## config.mk

```make
export PLATFORM = sky130hd
export DESIGN_NAME = rfid_serial_frame_parser_top
export DESIGN_NICKNAME = d
export VERILOG_FILES = /design/src/rtl/core/rsfp_pkg.sv /design/src/rtl/core/rfid_serial_frame_parser_top.sv
export SDC_FILE = /design/constraint.sdc
export NUM_CORES = 1
export LEC_CHECK = 0
export ABC_AREA = 1
export BUFFER_PORTS_ARGS = -buffer_cell sky130_fd_sc_hd__buf_2
export CORE_ASPECT_RATIO = 1.1
export CORE_UTILIZATION = 59
export DETAILED_ROUTE_END_ITERATION = 6
export GPL_TIMING_DRIVEN = 0
export PLACE_DENSITY = 0.8
export SYNTH_ARGS = -nofsm -noshare
export SYNTH_HDL_FRONTEND = slang
export SYNTH_SLANG_ARGS = --single-unit
```

## constraint.sdc

```tcl
create_clock -name clk -period 3.7 [get_ports clk]
set_input_delay 0.185 -clock clk [delete_from_list [all_inputs] [get_ports clk]]
set_output_delay 0.185 -clock clk [all_outputs]
set_load 0.02 [all_outputs]
```

## src/rtl/core/rsfp_pkg.sv

```systemverilog
// ----------------------------------------------------------------------------
// rsfp_pkg
// Shared constants and record kinds for the RFID serial frame parser.
// ----------------------------------------------------------------------------
`default_nettype none

package rsfp_pkg;

	localparam logic [7:0] HEADER_BYTE  = 8'hBB;
	localparam logic [7:0] TRAILER_BYTE = 8'h7E;

	typedef enum logic [2:0] {
		KIND_HEADER   = 3'd0,
		KIND_PAYLOAD  = 3'd1,
		KIND_GOOD     = 3'd2,
		KIND_BAD_TRLR = 3'd3,
		KIND_BAD_CSUM = 3'd4
	} record_kind_t;

endpackage

`default_nettype wire

```

## src/rtl/core/rfid_serial_frame_parser_top.sv

```systemverilog
// ----------------------------------------------------------------------------
// rfid_serial_frame_parser_top
// Deframes 0xBB / type / command / length / payload / checksum / 0x7E packets.
// ----------------------------------------------------------------------------
// One received byte per word in; one record per word out. Takes a byte every
// cycle unless the output stalls; a byte goes through an input register and
// a result register before its record shows. Header record after the
// low length byte, one record per payload byte, one end record (good, bad
// trailer, bad checksum) at the trailer position; other bytes give nothing.
`default_nettype none

module rfid_serial_frame_parser_top (
	input  wire logic        clk,
	input  wire logic        arst_n,
	input  wire logic        s_axis_tvalid,
	output logic             s_axis_tready,
	input  wire logic [7:0]  s_axis_tdata,   // rx_byte
	output logic             m_axis_tvalid,
	input  wire logic        m_axis_tready,
	output logic [39:0]      m_axis_tdata,   // frame_type, frame_command, payload_length, data_byte
	output logic [2:0]       m_axis_tuser    // record_kind
);
	import rsfp_pkg::*;

	typedef enum logic [2:0] {
		PH_HUNT, PH_TYPE, PH_CMD, PH_LEN_HI, PH_LEN_LO, PH_PAYLOAD, PH_CHECKSUM, PH_TRAILER
	} phase_t;

	phase_t       phase_q, phase_d;
	logic [7:0]   sum_q, sum_d;
	logic [15:0]  left_q, left_d;
	logic [7:0]   len_hi_q, len_hi_d;
	logic [7:0]   len_lo_q, len_lo_d;
	logic [7:0]   type_q, type_d;
	logic [7:0]   cmd_q, cmd_d;
	logic [7:0]   csum_q, csum_d;

	logic         valid_s1;
	logic [7:0]   byte_s1;
	logic         valid_s2;
	record_kind_t kind_s2;
	logic [7:0]   type_s2, cmd_s2, data_s2;
	logic [15:0]  len_s2;

	logic         s2_free, step;
	logic         emit;
	record_kind_t kind;
	logic [7:0]   data;
	logic [15:0]  left_dec;

	assign s2_free       = !valid_s2 || m_axis_tready;
	assign step          = valid_s1 && s2_free;
	assign s_axis_tready = !valid_s1 || step;
	assign left_dec      = left_q - 16'd1;

	always_comb begin
		phase_d  = phase_q;
		sum_d    = sum_q;
		left_d   = left_q;
		len_hi_d = len_hi_q;
		len_lo_d = len_lo_q;
		type_d   = type_q;
		cmd_d    = cmd_q;
		csum_d   = csum_q;
		emit     = 1'b0;
		kind     = KIND_HEADER;
		data     = 8'd0;
		unique case (phase_q)
			PH_HUNT: begin
				if (byte_s1 == HEADER_BYTE) begin
					sum_d   = 8'd0;
					phase_d = PH_TYPE;
				end
			end
			PH_TYPE: begin
				type_d  = byte_s1;
				sum_d   = sum_q + byte_s1;
				phase_d = PH_CMD;
			end
			PH_CMD: begin
				cmd_d   = byte_s1;
				sum_d   = sum_q + byte_s1;
				phase_d = PH_LEN_HI;
			end
			PH_LEN_HI: begin
				len_hi_d = byte_s1;
				sum_d    = sum_q + byte_s1;
				phase_d  = PH_LEN_LO;
			end
			PH_LEN_LO: begin
				len_lo_d = byte_s1;
				sum_d    = sum_q + byte_s1;
				left_d   = {len_hi_q, byte_s1};
				emit     = 1'b1;
				kind     = KIND_HEADER;
				phase_d  = ({len_hi_q, byte_s1} == 16'd0) ? PH_CHECKSUM : PH_PAYLOAD;
			end
			PH_PAYLOAD: begin
				sum_d  = sum_q + byte_s1;
				emit   = 1'b1;
				kind   = KIND_PAYLOAD;
				data   = byte_s1;
				left_d = left_dec;
				if (left_dec == 16'd0) begin
					phase_d = PH_CHECKSUM;
				end
			end
			PH_CHECKSUM: begin
				csum_d  = byte_s1;
				phase_d = PH_TRAILER;
			end
			PH_TRAILER: begin
				emit = 1'b1;
				priority if (byte_s1 != TRAILER_BYTE) begin
					kind = KIND_BAD_TRLR;
				end else if (sum_q != csum_q) begin
					kind = KIND_BAD_CSUM;
				end else begin
					kind = KIND_GOOD;
				end
				phase_d = PH_HUNT;
			end
			default: begin
				phase_d = PH_HUNT;
			end
		endcase
	end

	always_ff @(posedge clk or negedge arst_n) begin
		if (!arst_n) begin
			valid_s1 <= 1'b0;
			valid_s2 <= 1'b0;
			phase_q  <= PH_HUNT;
			sum_q    <= 8'd0;
			left_q   <= 16'd0;
			len_hi_q <= 8'd0;
			len_lo_q <= 8'd0;
			type_q   <= 8'd0;
			cmd_q    <= 8'd0;
			csum_q   <= 8'd0;
		end else begin
			if (s_axis_tvalid && s_axis_tready) begin
				valid_s1 <= 1'b1;
			end else if (step) begin
				valid_s1 <= 1'b0;
			end
			if (step) begin
				phase_q  <= phase_d;
				sum_q    <= sum_d;
				left_q   <= left_d;
				len_hi_q <= len_hi_d;
				len_lo_q <= len_lo_d;
				type_q   <= type_d;
				cmd_q    <= cmd_d;
				csum_q   <= csum_d;
				valid_s2 <= emit;
			end else if (m_axis_tready) begin
				valid_s2 <= 1'b0;
			end
		end
	end

	always_ff @(posedge clk) begin
		if (s_axis_tvalid && s_axis_tready) begin
			byte_s1 <= s_axis_tdata;
		end
		if (step && emit) begin
			kind_s2 <= kind;
			type_s2 <= type_d;
			cmd_s2  <= cmd_d;
			len_s2  <= {len_hi_d, len_lo_d};
			data_s2 <= data;
		end
	end

	assign m_axis_tvalid = valid_s2;
	assign m_axis_tdata  = {data_s2, len_s2, cmd_s2, type_s2};
	assign m_axis_tuser  = kind_s2;

endmodule

`default_nettype wire

```

Yosys cells after proc, flatten, opt, wreduce, memory -nomap -nowiden

Cells that the tools add are included.

Bits in registers: 120
Input port bits: 12
Output and inout bits: 45

$add $sub $neg: 2
Equality and inequality tests: 12
Multiplexer cells: 19
Reduce and logical (&&, ||, !) cells: 20

Operators with widths:

| operator                                            | count |
|---|---|
| 2-to-1 mux 8 bit                                    | 5 |
| zero test 16 bit                                    | 2 |
| case mux 16 bit (2 select lines)                    | 1 |
| case mux 3 bit (8 select lines)                     | 1 |
| case mux 8 bit (2 select lines)                     | 1 |
| subtractor 16 x 1 -> 16 bit, second input constant  | 1 |
| equality test 3 bit, second input constant          | 4 |
| 2-to-1 mux 3 bit                                    | 4 |
| adder 8 bit                                         | 1 |
| equality test 8 bit, second input constant          | 1 |
| != test 8 x 7 -> 1 bit, second input constant       | 1 |
| != test 8 bit                                       | 1 |
| nonzero test 2 bit                                  | 4 |
| equality test 3 x 2 -> 1 bit, second input constant | 2 |
| case mux 3 bit (2 select lines)                     | 1 |
| AND reduction 3 bit                                 | 2 |
| 2-to-1 mux 1 bit                                    | 5 |
| OR reduction 5 bit                                  | 1 |
| != test 2 bit, second input constant                | 2 |
| AND reduction 2 bit                                 | 2 |
| equality test 3 x 1 -> 1 bit, second input constant | 1 |
| logical AND 1 bit                                   | 3 |
| zero test 3 bit                                     | 1 |
| OR reduction 3 bit                                  | 1 |
| 3 further kinds                                     | 5 |

Longest topological paths before layout

Gate-level depths: netlist (run 1).

Depth in word-level cells: 6
Mapped depth: 15
Depth with buffers taken out: 15

Worst setup path before layout (run 1)

Ideal clock, no wire load.

Kind: reg-to-reg
Start: reg valid_s2 (netlist: m_axis_tvalid)
End: reg cmd_s2[0], enable pin
Setup time: 443 ps
Arrival time: 2698 ps
Data required time: 3257 ps
Slack: 559 ps
Stages on the path, launching flop included: 6
Buffers on the path: 0
Period minus slack after synthesis: 3141 ps
Cells stage by stage: dfrtp_1 -> nand2_1 -> nand2_2 -> inv_2 -> nand2_1 -> nor2_1

Word-level cells in the longest chain between the ends: 4

Ends and longest elaborated chain:

| what                     | RTL line                            | text |
|---|---|---|
| start: declaration       | rfid_serial_frame_parser_top.sv:40  | `logic valid_s2;` |
| start signal: assignment | rfid_serial_frame_parser_top.sv:156 | `valid_s2 <= emit;` |
| zero test 1 bit          | rfid_serial_frame_parser_top.sv:51  | `assign s2_free = !valid_s2 \|\| m_axis_tready;` |
| logical OR 1 bit         | rfid_serial_frame_parser_top.sv:51  |  |
| logical AND 1 bit        | rfid_serial_frame_parser_top.sv:52  | `assign step = valid_s1 && s2_free;` |
| logical AND 1 bit        | rfid_serial_frame_parser_top.sv:167 | `if (step && emit) begin` |
| end signal: assignment   | rfid_serial_frame_parser_top.sv:170 | `cmd_s2 <= cmd_d;` |
| end: declaration         | rfid_serial_frame_parser_top.sv:42  | `logic [7:0] type_s2, cmd_s2, data_s2;` |

No other way between the ends.
A chain may end at the register's enable or synchronous reset.

Worst setup path after layout (run 1)

Start: reg byte_s1[1]
End: reg sum_q[6]

Word-level cells in the longest chain between the ends: 3
Elaborated cells on any way between the ends: 5
Those cells by class: add/sub (1); eq/ne (2); mux (1); reduce/logical (1)

Ends and longest elaborated chain:

| what                                                | RTL line                            | text |
|---|---|---|
| start: declaration                                  | rfid_serial_frame_parser_top.sv:39  | `logic [7:0] byte_s1;` |
| start signal: assignment                            | rfid_serial_frame_parser_top.sv:165 | `byte_s1 <= s_axis_tdata;` |
| branches (longest 3 deep; another with adder 8 bit) | n/a                                 |  |
| end signal: assignment                              | rfid_serial_frame_parser_top.sv:149 | `sum_q <= sum_d;` |
| end: declaration                                    | rfid_serial_frame_parser_top.sv:30  | `logic [7:0] sum_q, sum_d;` |

Several ways; the timed one is not identified.

==> results of run 1 <==
-- kinds of logic (layout without fill, tap and decap cells) --
kind of cell	after synthesis	count (layout)	share of synthesized area, %
simple gates	309	309	22.9
flops	120	120	57.4
compound gates	111	111	10.6
buf+inv	78	178	5.55
fa+ha+maj	10	10	2.34
xor+xnor	8	8	1.23
-- final timing paths --
| kind | start | to | slack (ps) | cells after the start |
|---|---|---|---|---|
| max in group asynchronous | arst_n | left_q[12] | 2750 | 2 |
| max reg2reg | byte_s1[1] | sum_q[6] | 1490 | 8 |
| min reg2reg | len_lo_q[2] | len_lo_q[2] | 490 | 2 |
| min in group clk | s_axis_tdata[1] | byte_s1[1] | 360 | 2 |
| max | byte_s1[1] | sum_q[6] | 1490 | 8 |
| min | arst_n | left_q[14] | 320 | 2 |
-- cell type report --
class	instances	share of cell area (%)
flip-flops and latches	120	47.6
multi-input cells	438	30.9
clock buffers	17	6.06
repair buffers	68	6.04
inverters	59	3.26
clock inverters	15	2.60
well taps	117	2.14
plain buffers	19	1.35
-- routing by layer --
metal,part of all wire [%],global-route usage (%)
met5,0,0
met4,2.7,11.7
met3,6.7,7.06
met2,51,53.7
met1,39,41.5
-- metrics by stage --
step                      setup slack [ps]  power [mW]  utilization [%]  hold slack, ps  cell area (um2)
final                                 1490        5.82             73.1             319             6840
after floorplan                        559        3.55                -            -111             5680
after global placement                -130        3.97             65.3             361             6110
after detailed placement              1540        4.09             65.6             363             6140
after global routing                  1370        6.18             73.1             358             6840
after CTS                             1510        5.79             73.1             350             6840
-- cells in the mapped netlist, types with 2 or more instances --
library cell	n	area share [%]
a21oi_1	22	1.9
buf_1	3	0.20
buf_2	8	0.71
buf_4	3	0.40
clkbuf_1	5	0.33
dfrtp_1	69	30
edfxtp_1	51	27
ha_1	9	2.0
inv_1	51	3.4
inv_2	6	0.40
nand2_1	214	14
nand2_2	5	0.55
nand2_4	2	0.40
nand3_1	29	2.6
nand4_1	8	0.88
nor2_1	32	2.1
nor2_2	8	0.88
nor3_1	5	0.44
nor4_1	3	0.33
o211ai_1	6	0.79
o21ai_0	69	6.1
o21ai_1	4	0.35
o22ai_1	6	0.66
xnor2_1	5	0.77
xor2_1	3	0.46
-- power groups by stage --
| stage | combinational, mW | clock (mW) | sequential (mW) |
|---|---|---|---|
| floorplan | 1.32 | 0 | 2.23 |
| global placement | 1.79 | 0 | 2.18 |
| detailed placement | 1.90 | 0 | 2.19 |
| CTS | 1.95 | 1.67 | 2.18 |
| global route | 2.22 | 1.73 | 2.23 |
| finish | 1.97 | 1.66 | 2.19 |
-- sequential cells by signal, summed over array words and instances (netlist names) --
name,flops
cmd_q,8
len_hi_q,8
type_s2,8
m_axis_tuser,3
csum_q,8
valid_s1,1
type_q,8
len_s2,16
cmd_s2,8
phase_q,3
len_lo_q,8
left_q,16
byte_s1,8
m_axis_tvalid,1
data_s2,8
sum_q,8
-- what timing repair did --
item | in CTS | in global routing
endpoints found under the hold margin | 79 | 0
gates resized for setup | 0 | 0
hold buffers | 11 | 0
==> run summary, run 1 <==
clock buffer depth = 2
Port Buf Inserts = 56
clock root buffer = clkbuf_8
Clk Latency, worst-skew pair = 530 ps
clock skew = 7.66 ps
fin crit share = 59.7%
CP max-delay cell = fa_1
core outline area = 9350 um2
Switch Pwr = 2.30 mW
FF+latch count, synth = 120
Post-synth EDFFs = 51
total track usage = 32.4%
Cell Chain, Critical Path = inv_1 > fa_1 > o21ai_0 > nand2_1 > nand2_1 > a21oi_1 > xor2_1 > o22ai_1
Via density = 5.74
gpl congestion = 0.955
Gate power share = 33.8%
CTS tree = done
warnings from Yosys = 0
pin count of the biggest net entering global routing = 70
number of inserted diodes = 0
PwrDens = 852 nW/um2
CP delay by family, top = adder cells
Initial Utilization = 60.7%
Seq/Total Area, Yosys = 57.4%
crit path DAT = 2620 ps
die width = 95.5 um
commonest non-fill, non-tap cell in the layout = nand2_1
H-tree levels = 4
Cell variety after synth = 35
Layout Area Growth over Synthesis = 20.4%
post-route setup TNS = 0 ps
Slowest Stage Delay on Critical Path = 510 ps
first-pass GRT wire length = 23,900 um
Reg power frac = 37.6%
Worst-Margin Slew = 932 ps
Post-Syn Area = 5680 um2
final wirelength = 14,800 um
Worst slew margin = 37.9%
Clock Power Share = 28.5%
leakage power = 3.13 nW
placed wire-length estimate = 9410 um
total global routing overflow = 0
Fillers = 650
Switching Share = 39.6%
initial antenna violation count = 0
CTS buffer count = 17
Cells after Synth = 636
most frequent CP cell = nand2_1
WP buf/inv = 1
1st-iter DRT viols = 476
syn_area_per_cell = 8.93 um2
full die area = 10,000 um2
critical path type = reg -> reg
commonest non-fill, non-tap cells in the layout = nand2_1 (214), o21ai_0 (69), dfrtp_1 (69), buf_2 (63)
Multi-input gate area = 2110 um2
WL per Instance = 17.3 um
post-route minimum period = 2210 ps
post-synthesis async set-or-reset flop share = 57.5%
type of destination of the critical path = register
CP Data Required Time = 4110 ps
via count = 4,896
status = finished, final reports clean
CTS clk-pin slew, worst paths = 60 ps
Worst Hold Class = in -> async
internal power = 3.52 mW
maxcap violations = 0
Fin. Hold Viols = 0
CP startpoint kind = register
non-filler instance count after layout = 853
Post-Syn Nets = 658
share of layout cells above drive strength 1 = 17.4%
Pins Over Slew Limit = 0
final setup vio count = 0
ys flop type = dfrtp_1
# IOs = 57
Residual DRC = 0
clk sinks = 120
Max Fclk = 452 MHz
Max FO, Critical Path = 8
post-CTS setup repair buffer count = 0
storage element area = 3260 um2
final net count = 745
RSZ-0062 raised after global routing = false
vias in the first global route = 4,874
Die Ht = 105 um
Max VDD drop = 554 uV
antenna-violating nets left = 0
post-placement cell count = 810
Rows = 37
drt first pass iters = 7
(Power assumes the default switching activity.)
==> run 2: changes to the inputs <==
==> constraint.sdc (replaced) <==
create_clock -name clk -period 2.15 [get_ports clk]
set_input_delay 0.1075 -clock clk [delete_from_list [all_inputs] [get_ports clk]]
set_output_delay 0.1075 -clock clk [all_outputs]
set_load 0.02 [all_outputs]
==> run 2 against run 1 <==
  * Global-route usage down 0.57 points
  * Combinational power up 75%
  * Die area unchanged
  * Sequential power up 73%
  * Setup slack worse by 1400 ps
  * Clock power up 60%
  * Critical endpoint is now csum_q[1]
==> run summary, run 2 (same netlist as run 1, synthesis figures left out) <==
status = finished, final reports clean
Core Util, Final = 73.0% (-0.11 points)
Die Ht = 105 um (unchanged)
1st-iter DRT viols = 592 (+24%)
pin count of the biggest net entering global routing = 70 (unchanged)
# IOs = 57 (unchanged)
antenna-violating nets left = 0 (unchanged)
Pins Over Slew Limit = 0 (unchanged)
clock buffer depth = 2 (unchanged)
Slowest Stage Delay on Critical Path = 440 ps (-70 ps)
busiest grt layer = met2
CTS tree = done
type of destination of the critical path = register
Port Buf Inserts = 56 (unchanged)
reg-to-reg startpoint = phase_q[1]
WL per Instance = 17.1 um (-1.3%)
met2 Resource Use GR = 51.0% (-2.7 points)
via count = 4,944 (+0.98%)
full die area = 10,000 um2 (unchanged)
total global routing overflow = 0 (unchanged)
final net count = 747 (+0.27%)
placed wire-length estimate = 9510 um (+1.1%)
clock skew = 7.54 ps (-0.117 ps)
Worst Hold Class = in -> async
post-route minimum period = 2040 ps (-169 ps)
final wirelength = 14,600 um (-1.1%)
clk sinks = 120 (unchanged)
clock root buffer = clkbuf_8
Layout Area Growth over Synthesis = 20.2%
share of layout cells above drive strength 1 = 17.9% (+0.49 points)
initial antenna violation count = 0 (unchanged)
Fillers = 624 (-4.0%)
core outline area = 9350 um2 (unchanged)
commonest non-fill, non-tap cells in the layout = nand2_1 (214), dfrtp_1 (69), o21ai_0 (67), buf_2 (63), edfxtp_1 (51)
Worst-Margin Slew = 892 ps (-39.5 ps)
registers with the most flip-flops = left_q x16, len_s2 x16
total track usage = 31.8% (-0.57 points)
grt met1 use = 41.6% (+0.14 points)
fin crit share = 95.0% (+35 points)
Clk Latency, worst-skew pair = 520 ps (about the same)
Residual DRC = 0 (unchanged)
Place WS = -178 ps (-1720 ps)
crit path DAT = 2430 ps (-190 ps)
CP Data Required Time = 2540 ps (-1570 ps)
critical path type = reg -> reg
Via density = 5.78 (+0.74%)
RSZ-0062 raised after global routing = false
Worst slew margin = 40.5% (+2.6 points)
Worst setup endpoint = csum_q[1]
first-pass GRT wire length = 23,800 um (-0.43%)
Rows = 37 (unchanged)
Max VDD drop = 941 uV (+70%)
Multi-input gate area = 2140 um2 (+1.1%)
CTS buffer count = 17 (unchanged)
CP startpoint = phase_q[1]
CP startpoint kind = register
maxcap violations = 0 (unchanged)
Cell Chain, Critical Path = buf_4 > inv_1 > nor2_1 > nand2_1 > nor2_2 > buf_2 > o21ai_0
CTS clk-pin slew, worst paths = 60 ps (about the same)
final setup vio count = 0 (unchanged)
Max FO, Critical Path = 10 (+2)
R2R Path End = csum_q[1]
storage element area = 3260 um2 (unchanged)
vias in the first global route = 4,917 (+0.88%)
number of inserted diodes = 0 (unchanged)
die width = 95.5 um (unchanged)
Initial Utilization = 60.7% (unchanged)
H-tree levels = 4 (unchanged)
drt first pass iters = 5 (-2)
smallest setup slack after layout = 108 ps (-1380 ps)
Max Fclk = 490 MHz (+8.3%)
PwrDens = 1450 nW/um2 (+70%)
leakage power = 3.10 nW (-0.89%)
gpl congestion = 0.921 (-3.6%)
reg2reg path depth = 7 (-1)
commonest non-fill, non-tap cell in the layout = nand2_1
Worst R2R Setup Slack = 110 ps (-1380 ps)
CP max-delay cell = nor2_1
Fin. Hold Viols = 0 (unchanged)
met3 Usage GRT = 7.35% (+0.29 points)
run 2: how the worst min path moves through the flow:
stage / to / startpoint / cells after the start / slack [ps]
after floorplan: cmd_q[0] / arst_n / 0 / -190
after global placement: byte_s1[0] / s_axis_tdata[0] / 1 / 280
after detailed placement: left_q[8] / arst_n / 1 / 280
after CTS: left_q[14] / arst_n / 2 / 280
after global routing: byte_s1[3] / s_axis_tdata[3] / 2 / 300
final: left_q[12] / arst_n / 2 / 270
run 2: per-stage QoR:
| step | total power [mW] | std cells | TNS, ps | hold WS [ps] | instance area, um2 |
|---|---|---|---|---|---|
| 6_report | 9.89 | 855 | 0 | 266 | 6830 |
| 5_1_grt | 10.5 | 855 | 0 | 301 | 6830 |
| 4_1_cts | 9.79 | 855 | 0 | 284 | 6810 |
| 3_5_place_dp | 7.05 | 809 | -7620 | 283 | 6120 |
| 3_3_place_gp | 6.83 | 809 | -4060 | 285 | 6110 |
| 2_1_floorplan | 6.10 | 636 | 0 | -188 | 5690 |
run 2: critical path: cells and delay by family (launching register included):
| kind | cells | cell delay [ps] |
|---|---|---|
| AND/OR/NAND/NOR | 3 | 940 |
| buffers and inverters | 3 | 530 |
| flip-flops | 1 | 320 |
| AO/OA/AOI/OAI | 1 | 120 |
run 2: repair_timing:
item	in CTS	in global routing
setup buffers	1	0
pin swaps	0	0
endpoints found under the setup margin	44	6
endpoints found under the hold margin	79	0
hold buffers	12	0
gates resized for setup	2	7
gates cloned	1	0
run 2: layout make-up:
class,instances,area share (%)
Clock inverter,14,2.02
Timing Repair Buffer,69,6.01
Inverter,59,3.32
Buffer,19,1.37
Multi-Input combinational cell,439,31.3
Clock buffer,18,6.12
Tap cell,117,2.14
Sequential cell,120,47.7
run 2: metal layers:
metal  wire (um)  vias to the layer above
met2        7250                      271
met3        1180                       49
met5           0                        -
li1            -                     2283
met4         426                        0
met1        5780                     2341
run 2: report_power, final:
group | internal (mW) | switching (mW)
Clock | 1.56 | 1.10
Sequential | 3.27 | 0.507
Combinational | 1.10 | 2.34
Total | 5.93 | 3.96
